### config.mk
export PLATFORM = sky130hd
export DESIGN_NAME = linear_brightness_fader_flat
export DESIGN_NICKNAME = d
export VERILOG_FILES = /design/src/rtl/lbf_pkg.sv /design/src/rtl/lbf_in_if.sv /design/src/rtl/lbf_out_if.sv /design/src/rtl/lbf_div.sv /design/src/rtl/linear_brightness_fader.sv /design/src/flat_wrapper.sv
export VERILOG_INCLUDE_DIRS = /design/src /design/src/rtl
export SDC_FILE = /design/constraint.sdc
export NUM_CORES = 1
export LEC_CHECK = 0
export BUFFER_PORTS_ARGS = -buffer_cell sky130_fd_sc_hd__buf_2
export CAP_MARGIN = 20
export CORE_MARGIN = 4
export CORE_UTILIZATION = 50
export DETAILED_ROUTE_END_ITERATION = 12
export PLACE_DENSITY = 0.67
export SLEW_MARGIN = 20
export SYNTH_ARGS = -nofsm -noshare
export SYNTH_HDL_FRONTEND = slang
export SYNTH_SLANG_ARGS = --single-unit
### constraint.sdc
create_clock -name clk_i -period 22.8 [get_ports clk_i]
set_clock_uncertainty 0.1 [all_clocks]
set_input_delay 2.28 -clock clk_i [delete_from_list [all_inputs] [get_ports clk_i]]
set_output_delay 2.28 -clock clk_i [all_outputs]
set_load 0.1 [all_outputs]
### src/rtl/assert_macros.svh
// Assertion macros shared by the fader RTL.
// Assertions sample on clk_i and are disabled while rst_ni is low.
// Define SYNTH to drop them from a synthesis build.
`ifndef ASSERT_MACROS_SVH
`define ASSERT_MACROS_SVH

`ifndef SYNTH
// Property must hold at every clock edge out of reset.
`define ASSERT_ON(label, prop, msg) \
  label: assert property (@(posedge clk_i) disable iff (!rst_ni) (prop)) else $error(msg);
// Condition must never be seen at a clock edge out of reset.
`define ASSERT_NEVER(label, cond, msg) \
  label: assert property (@(posedge clk_i) disable iff (!rst_ni) !(cond)) else $error(msg);
`else
`define ASSERT_ON(label, prop, msg)
`define ASSERT_NEVER(label, cond, msg)
`endif

`endif

### src/rtl/lbf_pkg.sv
// Package for the linear brightness fader: widths, reset constants, codes,
// sequencer states and divider request/response structs. No dependencies.
package lbf_pkg;

  localparam int LEVEL_W = 8;
  localparam int TIME_W  = 32;
  localparam int CFG_W   = 16;
  localparam int PROD_W  = LEVEL_W + TIME_W;
  localparam int QUO_W   = LEVEL_W;
  localparam int CNT_W   = $clog2(QUO_W);

  localparam logic [LEVEL_W-1:0] DEFAULT_LEVEL      = 8'd128;
  localparam logic [LEVEL_W-1:0] TARGET_RESET_LEVEL = 8'd50;
  localparam logic [CFG_W-1:0]   CANCEL_RESET_MS    = 16'd300;

  typedef enum logic [1:0] {
    ACT_TICK   = 2'd0,
    ACT_START  = 2'd1,
    ACT_CANCEL = 2'd2,
    ACT_SET    = 2'd3
  } action_e;

  typedef enum logic [1:0] {
    ST_IDLE,
    ST_MUL,
    ST_DIV,
    ST_WB
  } state_e;

  typedef struct packed {
    logic              start;
    logic [PROD_W-1:0] dividend;
    logic [TIME_W-1:0] divisor;
  } div_req_t;

  typedef struct packed {
    logic             busy;
    logic             done;
    logic [QUO_W-1:0] quotient;
  } div_rsp_t;

endpackage

### src/rtl/lbf_in_if.sv
// Input channel of the fader: valid/ready handshake with the item payload.
// Depends on nothing.
interface lbf_in_if;
  logic        valid;
  logic        ready;
  logic [1:0]  action;
  logic [31:0] now_ms;
  logic [7:0]  from_level;
  logic [7:0]  to_level;
  logic [31:0] duration_ms;

  modport source (output valid, action, now_ms, from_level, to_level, duration_ms,
                  input ready);
  modport sink   (input valid, action, now_ms, from_level, to_level, duration_ms,
                  output ready);
endinterface

### src/rtl/lbf_out_if.sv
// Result channel of the fader: valid/ready handshake with level and fading.
// Depends on nothing.
interface lbf_out_if;
  logic       valid;
  logic       ready;
  logic [7:0] level;
  logic       fading;

  modport source (output valid, level, fading, input ready);
  modport sink   (input valid, level, fading, output ready);
endinterface

### src/rtl/lbf_div.sv
// Restoring divider, one quotient bit per cycle.
// Depends on lbf_pkg and assert_macros.svh.
`include "assert_macros.svh"

module lbf_div (
  input  logic                clk_i,
  input  logic                rst_ni,
  input  lbf_pkg::div_req_t   req_i,
  output lbf_pkg::div_rsp_t   rsp_o
);

  // Caller guarantees quotient < 2^QUO_W, so the high part of the dividend
  // is already a valid partial remainder.
  logic                              busy_q, busy_d;
  logic                              done_q, done_d;
  logic [lbf_pkg::CNT_W-1:0]         cnt_q, cnt_d;
  logic [lbf_pkg::TIME_W-1:0]        rem_q, rem_d;
  logic [lbf_pkg::QUO_W-1:0]         lo_q, lo_d;
  logic [lbf_pkg::QUO_W-1:0]         quo_q, quo_d;
  logic [lbf_pkg::TIME_W-1:0]        dvs_q, dvs_d;
  logic [lbf_pkg::TIME_W:0]          trial;
  logic [lbf_pkg::TIME_W:0]          diff;
  logic                              fits;

  assign trial = {rem_q, lo_q[lbf_pkg::QUO_W-1]};
  assign diff  = trial - {1'b0, dvs_q};
  assign fits  = trial >= {1'b0, dvs_q};

  always_comb begin
    busy_d = busy_q;
    done_d = 1'b0;
    cnt_d  = cnt_q;
    rem_d  = rem_q;
    lo_d   = lo_q;
    quo_d  = quo_q;
    dvs_d  = dvs_q;
    if (req_i.start) begin
      busy_d = 1'b1;
      cnt_d  = lbf_pkg::CNT_W'(lbf_pkg::QUO_W - 1);
      rem_d  = req_i.dividend[lbf_pkg::PROD_W-1:lbf_pkg::QUO_W];
      lo_d   = req_i.dividend[lbf_pkg::QUO_W-1:0];
      quo_d  = '0;
      dvs_d  = req_i.divisor;
    end else if (busy_q) begin
      rem_d = fits ? diff[lbf_pkg::TIME_W-1:0] : trial[lbf_pkg::TIME_W-1:0];
      lo_d  = {lo_q[lbf_pkg::QUO_W-2:0], 1'b0};
      quo_d = {quo_q[lbf_pkg::QUO_W-2:0], fits};
      cnt_d = cnt_q - 1'b1;
      if (cnt_q == '0) begin
        busy_d = 1'b0;
        done_d = 1'b1;
      end
    end
  end

  always_ff @(posedge clk_i or negedge rst_ni) begin
    if (!rst_ni) begin
      busy_q <= 1'b0;
      done_q <= 1'b0;
      cnt_q  <= '0;
    end else begin
      busy_q <= busy_d;
      done_q <= done_d;
      cnt_q  <= cnt_d;
    end
  end

  always_ff @(posedge clk_i) begin
    rem_q <= rem_d;
    lo_q  <= lo_d;
    quo_q <= quo_d;
    dvs_q <= dvs_d;
  end

  assign rsp_o.busy     = busy_q;
  assign rsp_o.done     = done_q;
  assign rsp_o.quotient = quo_q;

  `ASSERT_ON(a_div_no_overflow, req_i.start |-> (req_i.dividend[lbf_pkg::PROD_W-1:lbf_pkg::QUO_W] < req_i.divisor), "divider start would overflow quotient")
  `ASSERT_NEVER(a_div_start_busy, req_i.start && busy_q, "divider restarted while busy")
  `ASSERT_ON(a_div_done_pulse, done_q |=> !done_q, "divider done longer than one cycle")

endmodule

### src/rtl/linear_brightness_fader.sv
// Linear brightness fader, top level: action decode, fade state, sequencer
// and result register. Depends on lbf_pkg, lbf_in_if, lbf_out_if, lbf_div.
//
// Backlight fade engine. Each input transfer carries an action (tick, start
// fade, cancel fade, set level) and the current millisecond time; each one
// produces exactly one result transfer with the level driven and whether a
// fade is still running. Start, cancel, set, a tick while idle and a tick
// that ends a fade complete in the accept cycle, so such items can follow
// back to back as long as the result side keeps taking transfers. A tick in
// the middle of a fade computes from + (to - from) * elapsed / duration:
// the multiply state forms the 8x32 product, then the restoring divider
// works out the 8-bit quotient one bit per cycle, then the write-back state
// loads the result once the output register is free; only then is the next
// input accepted. Input ready is low while a tick is being worked on and
// while a finished result still sits in the output register unclaimed.
// cancel_fade_ms is written through cfg_we_i/cfg_wdata_i; write it only
// while the block is idle.
`include "assert_macros.svh"

module linear_brightness_fader (
  input  logic                        clk_i,
  input  logic                        rst_ni,
  input  logic                        cfg_we_i,
  input  logic [lbf_pkg::CFG_W-1:0]   cfg_wdata_i,
  lbf_in_if.sink                      in_i,
  lbf_out_if.source                   res_o
);

  lbf_pkg::state_e state_q, state_d;

  // fade state
  logic [lbf_pkg::LEVEL_W-1:0] start_lvl_q, start_lvl_d;
  logic [lbf_pkg::LEVEL_W-1:0] tgt_lvl_q, tgt_lvl_d;
  logic [lbf_pkg::TIME_W-1:0]  start_time_q, start_time_d;
  logic [lbf_pkg::TIME_W-1:0]  len_q, len_d;
  logic                        active_q, active_d;
  logic [lbf_pkg::LEVEL_W-1:0] cur_lvl_q, cur_lvl_d;
  logic [lbf_pkg::CFG_W-1:0]   cancel_q, cancel_d;
  logic [lbf_pkg::TIME_W-1:0]  elapsed_q, elapsed_d;

  // result register
  logic                        out_vld_q, out_vld_d;
  logic [lbf_pkg::LEVEL_W-1:0] out_lvl_q, out_lvl_d;
  logic                        out_fad_q, out_fad_d;

  logic                        accept;
  logic                        out_free;
  lbf_pkg::action_e            action;
  logic [lbf_pkg::TIME_W-1:0]  elapsed_now;
  logic                        tick_div;
  logic                        fade_up;
  logic [lbf_pkg::LEVEL_W-1:0] span;
  logic [lbf_pkg::PROD_W-1:0]  prod;
  logic [lbf_pkg::LEVEL_W-1:0] wb_lvl;

  lbf_pkg::div_req_t div_req;
  lbf_pkg::div_rsp_t div_rsp;

  assign out_free   = !out_vld_q || res_o.ready;
  assign in_i.ready = (state_q == lbf_pkg::ST_IDLE) && out_free;
  assign accept     = in_i.valid && in_i.ready;
  assign action     = lbf_pkg::action_e'(in_i.action);

  // modular elapsed time
  assign elapsed_now = in_i.now_ms - start_time_q;
  // tick that needs the multiply/divide path
  assign tick_div = (action == lbf_pkg::ACT_TICK) && active_q && (elapsed_now < len_q);

  assign fade_up = tgt_lvl_q >= start_lvl_q;
  assign span    = fade_up ? (tgt_lvl_q - start_lvl_q) : (start_lvl_q - tgt_lvl_q);
  assign prod    = lbf_pkg::PROD_W'(span) * lbf_pkg::PROD_W'(elapsed_q);

  // span * elapsed < span * len, so the quotient always fits in a level
  assign div_req.start    = (state_q == lbf_pkg::ST_MUL);
  assign div_req.dividend = prod;
  assign div_req.divisor  = len_q;

  assign wb_lvl = fade_up ? (start_lvl_q + div_rsp.quotient)
                          : (start_lvl_q - div_rsp.quotient);

  lbf_div u_div (
    .clk_i  (clk_i),
    .rst_ni (rst_ni),
    .req_i  (div_req),
    .rsp_o  (div_rsp)
  );

  // next state
  always_comb begin
    state_d = state_q;
    case (state_q)
      lbf_pkg::ST_IDLE: begin
        if (accept && tick_div) state_d = lbf_pkg::ST_MUL;
      end
      lbf_pkg::ST_MUL: begin
        state_d = lbf_pkg::ST_DIV;
      end
      lbf_pkg::ST_DIV: begin
        if (div_rsp.done) state_d = lbf_pkg::ST_WB;
      end
      lbf_pkg::ST_WB: begin
        if (out_free) state_d = lbf_pkg::ST_IDLE;
      end
      default: state_d = lbf_pkg::ST_IDLE;
    endcase
  end

  // fade state and result register updates
  always_comb begin
    start_lvl_d  = start_lvl_q;
    tgt_lvl_d    = tgt_lvl_q;
    start_time_d = start_time_q;
    len_d        = len_q;
    active_d     = active_q;
    cur_lvl_d    = cur_lvl_q;
    elapsed_d    = elapsed_q;
    cancel_d     = cfg_we_i ? cfg_wdata_i : cancel_q;
    out_vld_d    = out_vld_q && !res_o.ready;
    out_lvl_d    = out_lvl_q;
    out_fad_d    = out_fad_q;

    if ((state_q == lbf_pkg::ST_IDLE) && accept) begin
      case (action)
        lbf_pkg::ACT_TICK: begin
          if (active_q) begin
            if (tick_div) begin
              elapsed_d = elapsed_now;
            end else begin
              // fade ran its course (also covers zero duration)
              cur_lvl_d = tgt_lvl_q;
              active_d  = 1'b0;
            end
          end
        end
        lbf_pkg::ACT_START: begin
          start_lvl_d  = in_i.from_level;
          tgt_lvl_d    = in_i.to_level;
          start_time_d = in_i.now_ms;
          len_d        = in_i.duration_ms;
          active_d     = 1'b1;
          cur_lvl_d    = in_i.from_level;
        end
        lbf_pkg::ACT_CANCEL: begin
          // fade from whatever is driven now
          start_lvl_d  = cur_lvl_q;
          tgt_lvl_d    = in_i.to_level;
          start_time_d = in_i.now_ms;
          len_d        = lbf_pkg::TIME_W'(cancel_q);
          active_d     = 1'b1;
        end
        lbf_pkg::ACT_SET: begin
          cur_lvl_d = in_i.from_level;
        end
        default: begin
          cur_lvl_d = cur_lvl_q;
        end
      endcase
      if (!tick_div) begin
        out_vld_d = 1'b1;
        out_lvl_d = cur_lvl_d;
        out_fad_d = active_d;
      end
    end else if ((state_q == lbf_pkg::ST_WB) && out_free) begin
      cur_lvl_d = wb_lvl;
      out_vld_d = 1'b1;
      out_lvl_d = wb_lvl;
      out_fad_d = active_q;
    end
  end

  always_ff @(posedge clk_i or negedge rst_ni) begin
    if (!rst_ni) begin
      state_q      <= lbf_pkg::ST_IDLE;
      start_lvl_q  <= '0;
      tgt_lvl_q    <= lbf_pkg::TARGET_RESET_LEVEL;
      start_time_q <= '0;
      len_q        <= '0;
      active_q     <= 1'b0;
      cur_lvl_q    <= lbf_pkg::DEFAULT_LEVEL;
      cancel_q     <= lbf_pkg::CANCEL_RESET_MS;
      out_vld_q    <= 1'b0;
    end else begin
      state_q      <= state_d;
      start_lvl_q  <= start_lvl_d;
      tgt_lvl_q    <= tgt_lvl_d;
      start_time_q <= start_time_d;
      len_q        <= len_d;
      active_q     <= active_d;
      cur_lvl_q    <= cur_lvl_d;
      cancel_q     <= cancel_d;
      out_vld_q    <= out_vld_d;
    end
  end

  always_ff @(posedge clk_i) begin
    elapsed_q <= elapsed_d;
    out_lvl_q <= out_lvl_d;
    out_fad_q <= out_fad_d;
  end

  assign res_o.valid  = out_vld_q;
  assign res_o.level  = out_lvl_q;
  assign res_o.fading = out_fad_q;

  `ASSERT_ON(a_div_done_in_div, div_rsp.done |-> (state_q == lbf_pkg::ST_DIV), "divider finished outside divide state")
  `ASSERT_ON(a_div_busy_in_div, div_rsp.busy |-> (state_q == lbf_pkg::ST_DIV), "divider busy outside divide state")
  `ASSERT_ON(a_wb_in_range, (state_q == lbf_pkg::ST_WB) |-> (div_rsp.quotient <= span), "interpolated step exceeds fade span")
  `ASSERT_ON(a_active_in_seq, (state_q != lbf_pkg::ST_IDLE) |-> active_q, "tick sequence running without an active fade")
  `ASSERT_ON(a_fade_end_by_tick, $fell(active_q) |-> $past(accept && (action == lbf_pkg::ACT_TICK)), "fade stopped without a tick")

endmodule

### src/flat_wrapper.sv
// flat-port wrapper written by rule: the top's interface ports become plain ports
module linear_brightness_fader_flat 
  (clk_i, rst_ni, cfg_we_i, cfg_wdata_i, in_i_valid, in_i_action, in_i_now_ms, in_i_from_level, in_i_to_level, in_i_duration_ms, in_i_ready, res_o_valid, res_o_level, res_o_fading, res_o_ready);
  lbf_in_if in_i_i ();
  lbf_out_if res_o_i ();
  input  logic clk_i;
  input  logic rst_ni;
  input  logic cfg_we_i;
  input  logic [lbf_pkg::CFG_W-1:0] cfg_wdata_i;
  input wire logic [$bits(in_i_i.valid)-1:0] in_i_valid;
  input wire logic [$bits(in_i_i.action)-1:0] in_i_action;
  input wire logic [$bits(in_i_i.now_ms)-1:0] in_i_now_ms;
  input wire logic [$bits(in_i_i.from_level)-1:0] in_i_from_level;
  input wire logic [$bits(in_i_i.to_level)-1:0] in_i_to_level;
  input wire logic [$bits(in_i_i.duration_ms)-1:0] in_i_duration_ms;
  output wire logic [$bits(in_i_i.ready)-1:0] in_i_ready;
  output wire logic [$bits(res_o_i.valid)-1:0] res_o_valid;
  output wire logic [$bits(res_o_i.level)-1:0] res_o_level;
  output wire logic [$bits(res_o_i.fading)-1:0] res_o_fading;
  input wire logic [$bits(res_o_i.ready)-1:0] res_o_ready;
  assign in_i_i.valid = in_i_valid;
  assign in_i_i.action = in_i_action;
  assign in_i_i.now_ms = in_i_now_ms;
  assign in_i_i.from_level = in_i_from_level;
  assign in_i_i.to_level = in_i_to_level;
  assign in_i_i.duration_ms = in_i_duration_ms;
  assign in_i_ready = in_i_i.ready;
  assign res_o_valid = res_o_i.valid;
  assign res_o_level = res_o_i.level;
  assign res_o_fading = res_o_i.fading;
  assign res_o_i.ready = res_o_ready;
  linear_brightness_fader u_core (.clk_i(clk_i), .rst_ni(rst_ni), .cfg_we_i(cfg_we_i), .cfg_wdata_i(cfg_wdata_i), .in_i(in_i_i), .res_o(res_o_i));
endmodule
==> results.cfg, run 1 <==
[run_status]
run_status = finished, final reports clean

[placed_design]
postPlaceCellArea_um2 = 23800
place.detailed.hpwl_mm = 46.8
portBuffers = 113
dp.cells = 3009
gp_routability_congestion = 0.928

[worst_hold_path]
worst_hold_path_type = reg2reg
hold_path_depth = 0

[worst_setup_path]
cp_data_arrival_time_ns = 9.64
worstRegToRegCells = 30
critical_path_peak_fanout = 32
critical_path_cell_count = 30
start_kind = flip-flop
slowest_stage_cell_on_the_critical_path = sky130_fd_sc_hd__fa_1
critPathRequiredTime_ns = 22.99
critPathMaxStageDelay_ns = 0.55
timing.critical_path.max_delay_family = compound AO/OA/AOI/OAI gates
worst-setup-path-type = reg2reg
worstPathBufferInverterCount = 5
worst_path_most_repeated_cell = sky130_fd_sc_hd__fa_1
setup.worst_path.end_class = flip-flop

[floorplanning]
start_util_pct = 50.8
core_region_area_um2 = 44400
standard_cell_rows = 77
die_width_um = 220
pin_count = 114
die_area_um2 = 48600
die_h_um = 220

[sta]
max_clock_freq_mhz = 106
final_min_period_over_clock_period_pct = 41.5
timing.final.hold_violations = 0
grt_setup_unrepaired = no
slew_at_the_pin_with_the_worst_max_slew_slack_ns = 1.06
setup_tns_ns = 0
setup_viol = 0
timing.final.max_slew_violations = 0
relative_slew_margins_pct = 29.1
final_period_minus_worst_setup_slack_ns = 9.45

[detailed_routing]
drc_errors = 0
final_antenna_net_count = 0
drt_pass1_iterations = 5
drt-initial-drc-count = 949
drt_wl_total_mm = 59.3
avgRoutedWirePerCell_um = 19.3
post_drt_via_cell_ratio = 5.56
vias = 17000

[yosys]
synth_commonest_cells = 347 x sky130_fd_sc_hd__inv_1, 187 x sky130_fd_sc_hd__ha_1, 185 x sky130_fd_sc_hd__fa_1, 181 x sky130_fd_sc_hd__nand2_1, 163 x sky130_fd_sc_hd__and2_1
synth_top_area_share_pct = 16.4
mappedNetlistArea_um2 = 22600
yosysWarnings = 0
syn_nets = 2841
synth-seq-area-share_pct = 28.3
synth-edff-count = 113
syn-instance-count = 2366
synth-main-ff-cell = sky130_fd_sc_hd__edfxtp_1
synth_most_common_cell = sky130_fd_sc_hd__inv_1
postSynthAreaPerCell_um2 = 9.53
cell_type_with_the_highest_aggregate_area_in_the_netlist = sky130_fd_sc_hd__fa_1
ys_ff_latch = 234
yosysUniqueCellTypes = 73
synth_async_sr_flop_share_pct = 48.3
synth.area.top_cells = sky130_fd_sc_hd__fa_1 16%, sky130_fd_sc_hd__edfxtp_1 15%, sky130_fd_sc_hd__dfrtp_1 12%

[finish]
area_growth_pct = 9.68
final_area_um2 = 24700
final.fill_count = 3933
layout.nets = 2923
final-seq-area_um2 = 6390
instances_no_fill = 3064
drive_above_1_share_pct = 11.1
footprint_of_the_multi_input_gates_um2 = 14600

[global_route]
grt_first_pass_wirelength_mm = 95.3
grt_pass1_vias = 17700
leftover_overflow_at_the_end_of_global_routing = 0
number_of_antenna_violations_at_the_first_check_in_global_routing = 0
gr-usage-all-layers_pct = 24.9
grt_max_degree = 80

[cts]
post_cts_buffers = 0
number_of_hold_repair_buffers_added_at_the_cts_stage = 0
cts_tree = built
clk_pin_slew_ns = 0.06
cts_inserted_buffers = 29
skew_pair_late_insertion_delay_ns = 0.58
cts.sinks = 234
clk_root_buffer_cell = sky130_fd_sc_hd__clkbuf_16
post_cts_sizing_count = 0
ctsHtreeMaxLevel = 1
max-clock-path-buffers = 3

[flow_run]
cap_violations = 0
==> worst paths after layout <==
path / endpoint / from / slack, ns
worst max-delay path: u_core.u_div.rem_q[30] / u_core.tgt_lvl_q[0] / 13.35
worst min-delay path: u_core.u_div.dvs_q[15] / u_core.len_q[15] / 0.39
worst max register to register: u_core.u_div.rem_q[30] / u_core.tgt_lvl_q[0] / 13.35
worst min register to register: u_core.u_div.dvs_q[15] / u_core.len_q[15] / 0.39
max in group asynchronous: u_core.start_time_q[11] / rst_ni / 19.67
min in group asynchronous: u_core.cur_lvl_q[4] / rst_ni / 1.64
==> worst reg2reg max path, delay by kind of cell, from the launching register on <==
| family | cells | cell delay (ns) |
|---|---|---|
| AO/OA/AOI/OAI | 14 | 4.10 |
| adder cells (fa/ha/maj) | 7 | 3.07 |
| AND/OR/NAND/NOR | 2 | 0.54 |
| buffers and inverters | 5 | 0.48 |
| flip-flops | 1 | 0.41 |
| multiplexers | 1 | 0.30 |
| XOR/XNOR | 1 | 0.16 |
==> metrics by stage <==
stage	hold slack, ns	utilization, %	setup slack (ns)
3_3_place_gp	0.366	53.5	13.76
2_1_floorplan	0.342	-	14.64
5_1_grt	0.398	55.7	12.78
6_report	0.385	55.7	13.35
4_1_cts	0.382	55.7	13.43
3_5_place_dp	0.369	53.5	13.47
==> cells in the final DEF, fill, tap and decap left out, types with 8 or more instances in the layout <==
cell type	instances
sky130_fd_sc_hd__a211oi_1	31
sky130_fd_sc_hd__a21boi_0	11
sky130_fd_sc_hd__a21o_1	39
sky130_fd_sc_hd__a21oi_1	127
sky130_fd_sc_hd__a221o_1	8
sky130_fd_sc_hd__a31oi_1	14
sky130_fd_sc_hd__and2_1	163
sky130_fd_sc_hd__and3_1	21
sky130_fd_sc_hd__buf_2	112
sky130_fd_sc_hd__buf_4	17
sky130_fd_sc_hd__clkbuf_16	31
sky130_fd_sc_hd__dfrtp_1	105
sky130_fd_sc_hd__dfstp_2	8
sky130_fd_sc_hd__dfxtp_1	8
sky130_fd_sc_hd__edfxtp_1	113
sky130_fd_sc_hd__fa_1	185
sky130_fd_sc_hd__ha_1	185
sky130_fd_sc_hd__inv_1	347
sky130_fd_sc_hd__mux2_2	68
sky130_fd_sc_hd__mux2i_1	43
sky130_fd_sc_hd__nand2_1	180
sky130_fd_sc_hd__nand2b_1	46
sky130_fd_sc_hd__nand3_1	27
sky130_fd_sc_hd__nand4_1	10
sky130_fd_sc_hd__nor2_1	82
sky130_fd_sc_hd__nor2b_1	64
sky130_fd_sc_hd__nor3_1	25
sky130_fd_sc_hd__o211ai_1	11
sky130_fd_sc_hd__o21a_1	13
sky130_fd_sc_hd__o21ai_0	117
sky130_fd_sc_hd__o21bai_1	14
sky130_fd_sc_hd__o31ai_1	13
sky130_fd_sc_hd__o32a_1	8
sky130_fd_sc_hd__xnor2_1	66
sky130_fd_sc_hd__xor2_1	29
==> sequential cells by signal, indices dropped and copies added (netlist names), 2 cells and up <==
register,cells
u_core.elapsed_q,32
u_core.start_lvl_q,8
u_core.res_o.level,8
u_core.cur_lvl_q,8
u_core.u_div.quo_q,8
u_core.len_q,32
u_core.cancel_q,16
u_core.u_div.lo_q,8
u_core.state_q,2
u_core.tgt_lvl_q,8
u_core.u_div.rem_q,32
u_core.u_div.dvs_q,32
u_core.start_time_q,32
u_core.u_div.cnt_q,3
==> layout make-up <==
class,instances,share of cell area (%)
antenna,1,0.0101
clock buffer,39,3.34
clock inverter,15,0.582
inverter,348,5.28
multi-input combinational,1706,59.2
sequential,234,25.8
tap,592,2.99
timing repair buffer,129,2.78
==> metal layers <==
metal,global-route usage [%],share of wire (%),vias to the layer above
met4,10.4,4.6,0
met1,31.9,42,8421
met3,3.53,4.7,93
met2,42.4,49,374
met5,0,0,-
li1,-,-,8146
==> cells by family (layout without fill, tap and decap cells) <==
group | count (synthesis) | after routing | share of synthesized area, %
muxes | 111 | 111 | 5.30
adders and majority gates | 372 | 372 | 26.8
AOI/OAI and AO/OA | 470 | 470 | 13.5
DFF | 234 | 234 | 28.3
buffers and inverters | 426 | 531 | 7.12
xor gates and xnor gates | 100 | 100 | 3.88
and+or+nand+nor | 653 | 653 | 15.1
other | 0 | 1 | 0
Power of run 1 is not shown: default switching activity piles up to over one toggle a cycle in this logic, so the estimate is an artifact.
==> inputs of run 2 (changes only) <==
Settings changed: PLACE_DENSITY 0.67 to 0.7.
Clock period 22.8 ns to 8.4 ns, I/O delays scaled along.
==> run 2 against run 1 <==
  * Register-to-register slack worse by 13 ns
  * Final area grew 2.6%
  * Core utilization grew 1.5 points
  * Via count increased by 2.6%
  * Sequential share of layout area is 0.66 points lower
  * Global-route usage grew 0.24 points
  * Worst hold slack lost 0.20 ns
==> results.cfg, run 2 (synthesis results as in run 1) <==
[cts]
cts_inserted_buffers = 26
max-clock-path-buffers = 3
clk_pin_slew_ns = 0.06
ctsHtreeMaxLevel = 1
cts_tree = built
clk_root_buffer_cell = sky130_fd_sc_hd__clkbuf_16
cts.sinks = 234
skew_pair_late_insertion_delay_ns = 0.57

[floorplanning]
core_region_area_um2 = 44400
die_h_um = 220
start_util_pct = 50.8
standard_cell_rows = 77
die_area_um2 = 48600
die_width_um = 220
pin_count = 114

[sta]
setup_viol = 0
final_min_period_over_clock_period_pct = 97.0
slew_at_the_pin_with_the_worst_max_slew_slack_ns = 1.05
timing.final.hold_violations = 0
final.setup.worst_slack_ns = 0.251
final_period_minus_worst_setup_slack_ns = 8.15
timing.final.max_slew_violations = 0
relative_slew_margins_pct = 30.2
max_clock_freq_mhz = 123

[detailed_routing]
drt-initial-drc-count = 1217
final_antenna_net_count = 0
vias = 17500
highest-signal-layer = met4
drc_errors = 0
drt_wl_total_mm = 61.6
met3_wirelength_mm = 3.41
post_drt_via_cell_ratio = 5.65
avgRoutedWirePerCell_um = 19.9
wl_met2_mm = 30.0
drt_pass1_iterations = 8
detail_route.wirelength.met1_mm = 25.2

[global_route]
grt_first_pass_wirelength_mm = 96.3
gr-usage-all-layers_pct = 25.1
grt_max_degree = 79
leftover_overflow_at_the_end_of_global_routing = 0
number_of_antenna_violations_at_the_first_check_in_global_routing = 2
grt_pass1_vias = 18000

[worst_setup_path]
worstPathBufferInverterCount = 9
critical_path.reg2reg.startpoint = u_core.tgt_lvl_q[0]
start_kind = flip-flop
slowest_stage_cell_on_the_critical_path = sky130_fd_sc_hd__nor4_1
critical_path_cell_count = 34
critical_path_peak_fanout = 8
setup.worst_path.end_class = flip-flop
worst-setup-path-type = reg2reg
r2r_slack_ns = 0.25
r2r_end = u_core.u_div.rem_q[26]
worstRegToRegCells = 34
critPathMaxStageDelay_ns = 0.60
timing.critical_path.max_delay_family = adder cells
critPathRequiredTime_ns = 8.62
cp_data_arrival_time_ns = 8.37

[placed_design]
place.detailed.hpwl_mm = 47.5
portBuffers = 113
gp_routability_congestion = 0.962
preCtsSetupSlack_ns = -0.214

[finish]
final.fill_count = 3906
layout.nets = 2959
drive_above_1_share_pct = 14.3
area_growth_pct = 12.5
layout_common_cells = 347 x sky130_fd_sc_hd__inv_1, 181 x sky130_fd_sc_hd__fa_1, 179 x sky130_fd_sc_hd__nand2_1
antenna-diode-count = 0
most_frequent_standard_cell_in_the_layout_excluding_fill_and_tap_cells = sky130_fd_sc_hd__inv_1

[worst_hold_path]
worst_hold_path_type = in2async

[flow_run]
cap_violations = 0

[run_status]
run_status = finished, final reports clean
run 2: how the worst max path moves through the flow:
stage                         from                     end  slack (ns)
3_5_place_dp   u_core.tgt_lvl_q[0]  u_core.u_div.rem_q[20]       -0.21
4_1_cts        u_core.tgt_lvl_q[0]  u_core.u_div.rem_q[20]        0.02
5_1_grt        u_core.tgt_lvl_q[5]  u_core.u_div.rem_q[19]       -0.09
6_report       u_core.tgt_lvl_q[0]  u_core.u_div.rem_q[26]        0.25
3_3_place_gp   u_core.tgt_lvl_q[0]  u_core.u_div.rem_q[26]       -0.02
2_1_floorplan  u_core.tgt_lvl_q[0]  u_core.u_div.rem_q[26]        0.24
run 2: metrics by stage:
stage          std cells  TNS [ns]  cell area [um2]  utilization (%)  hold slack (ns)
6_report            3096         0            25400             57.2            0.190
5_1_grt             3096    -0.426            25400             57.2            0.249
4_1_cts             3083         0            24900             56.1            0.200
3_5_place_dp        3035     -1.71            24000             54.0            0.370
3_3_place_gp        3035   -0.0474            24000             54.0            0.361
2_1_floorplan       2366         0            22600                -            0.342
run 2: routing by layer:
metal / GRT usage, % / vias up
met2: 43.5 / 505
met1: 31.9 / 8639
met3: 3.21 / 124
li1: - / 8209
met4: 10.4 / 0
met5: 0 / -
run 2: repair_timing:
| item | in CTS | in global routing |
|---|---|---|
| cloned | 0 | 4 |
| hold buffers | 0 | 0 |
| gates resized for setup | 6 | 67 |
| setup buffers | 0 | 8 |
| endpoints found under the hold margin | 0 | 0 |
| pin swaps | 1 | 35 |
| endpoints found under the setup margin | 14 | 19 |
run 2: worst reg2reg max path: cells and delay by family, from the launching register on:
kind / cells / cell delay [ns]
simple gates: 6 / 1.33
mux: 1 / 0.23
compound gates: 11 / 1.97
buf+inv: 9 / 0.98
flops: 1 / 0.37
fa+ha+maj: 7 / 2.92
run 2: area by class of cell:
type | count | area, um2 | share of cell area (%)
Multi-Input combinational cell | 1708 | 15000 | 59.1
Timing Repair Buffer | 166 | 1050 | 4.13
Tap cell | 592 | 741 | 2.92
Inverter | 348 | 1310 | 5.15
Clock buffer | 38 | 797 | 3.14
Sequential cell | 234 | 6390 | 25.2
Clock inverter | 10 | 92.6 | 0.365
Power of run 2 is left out for the same reason.
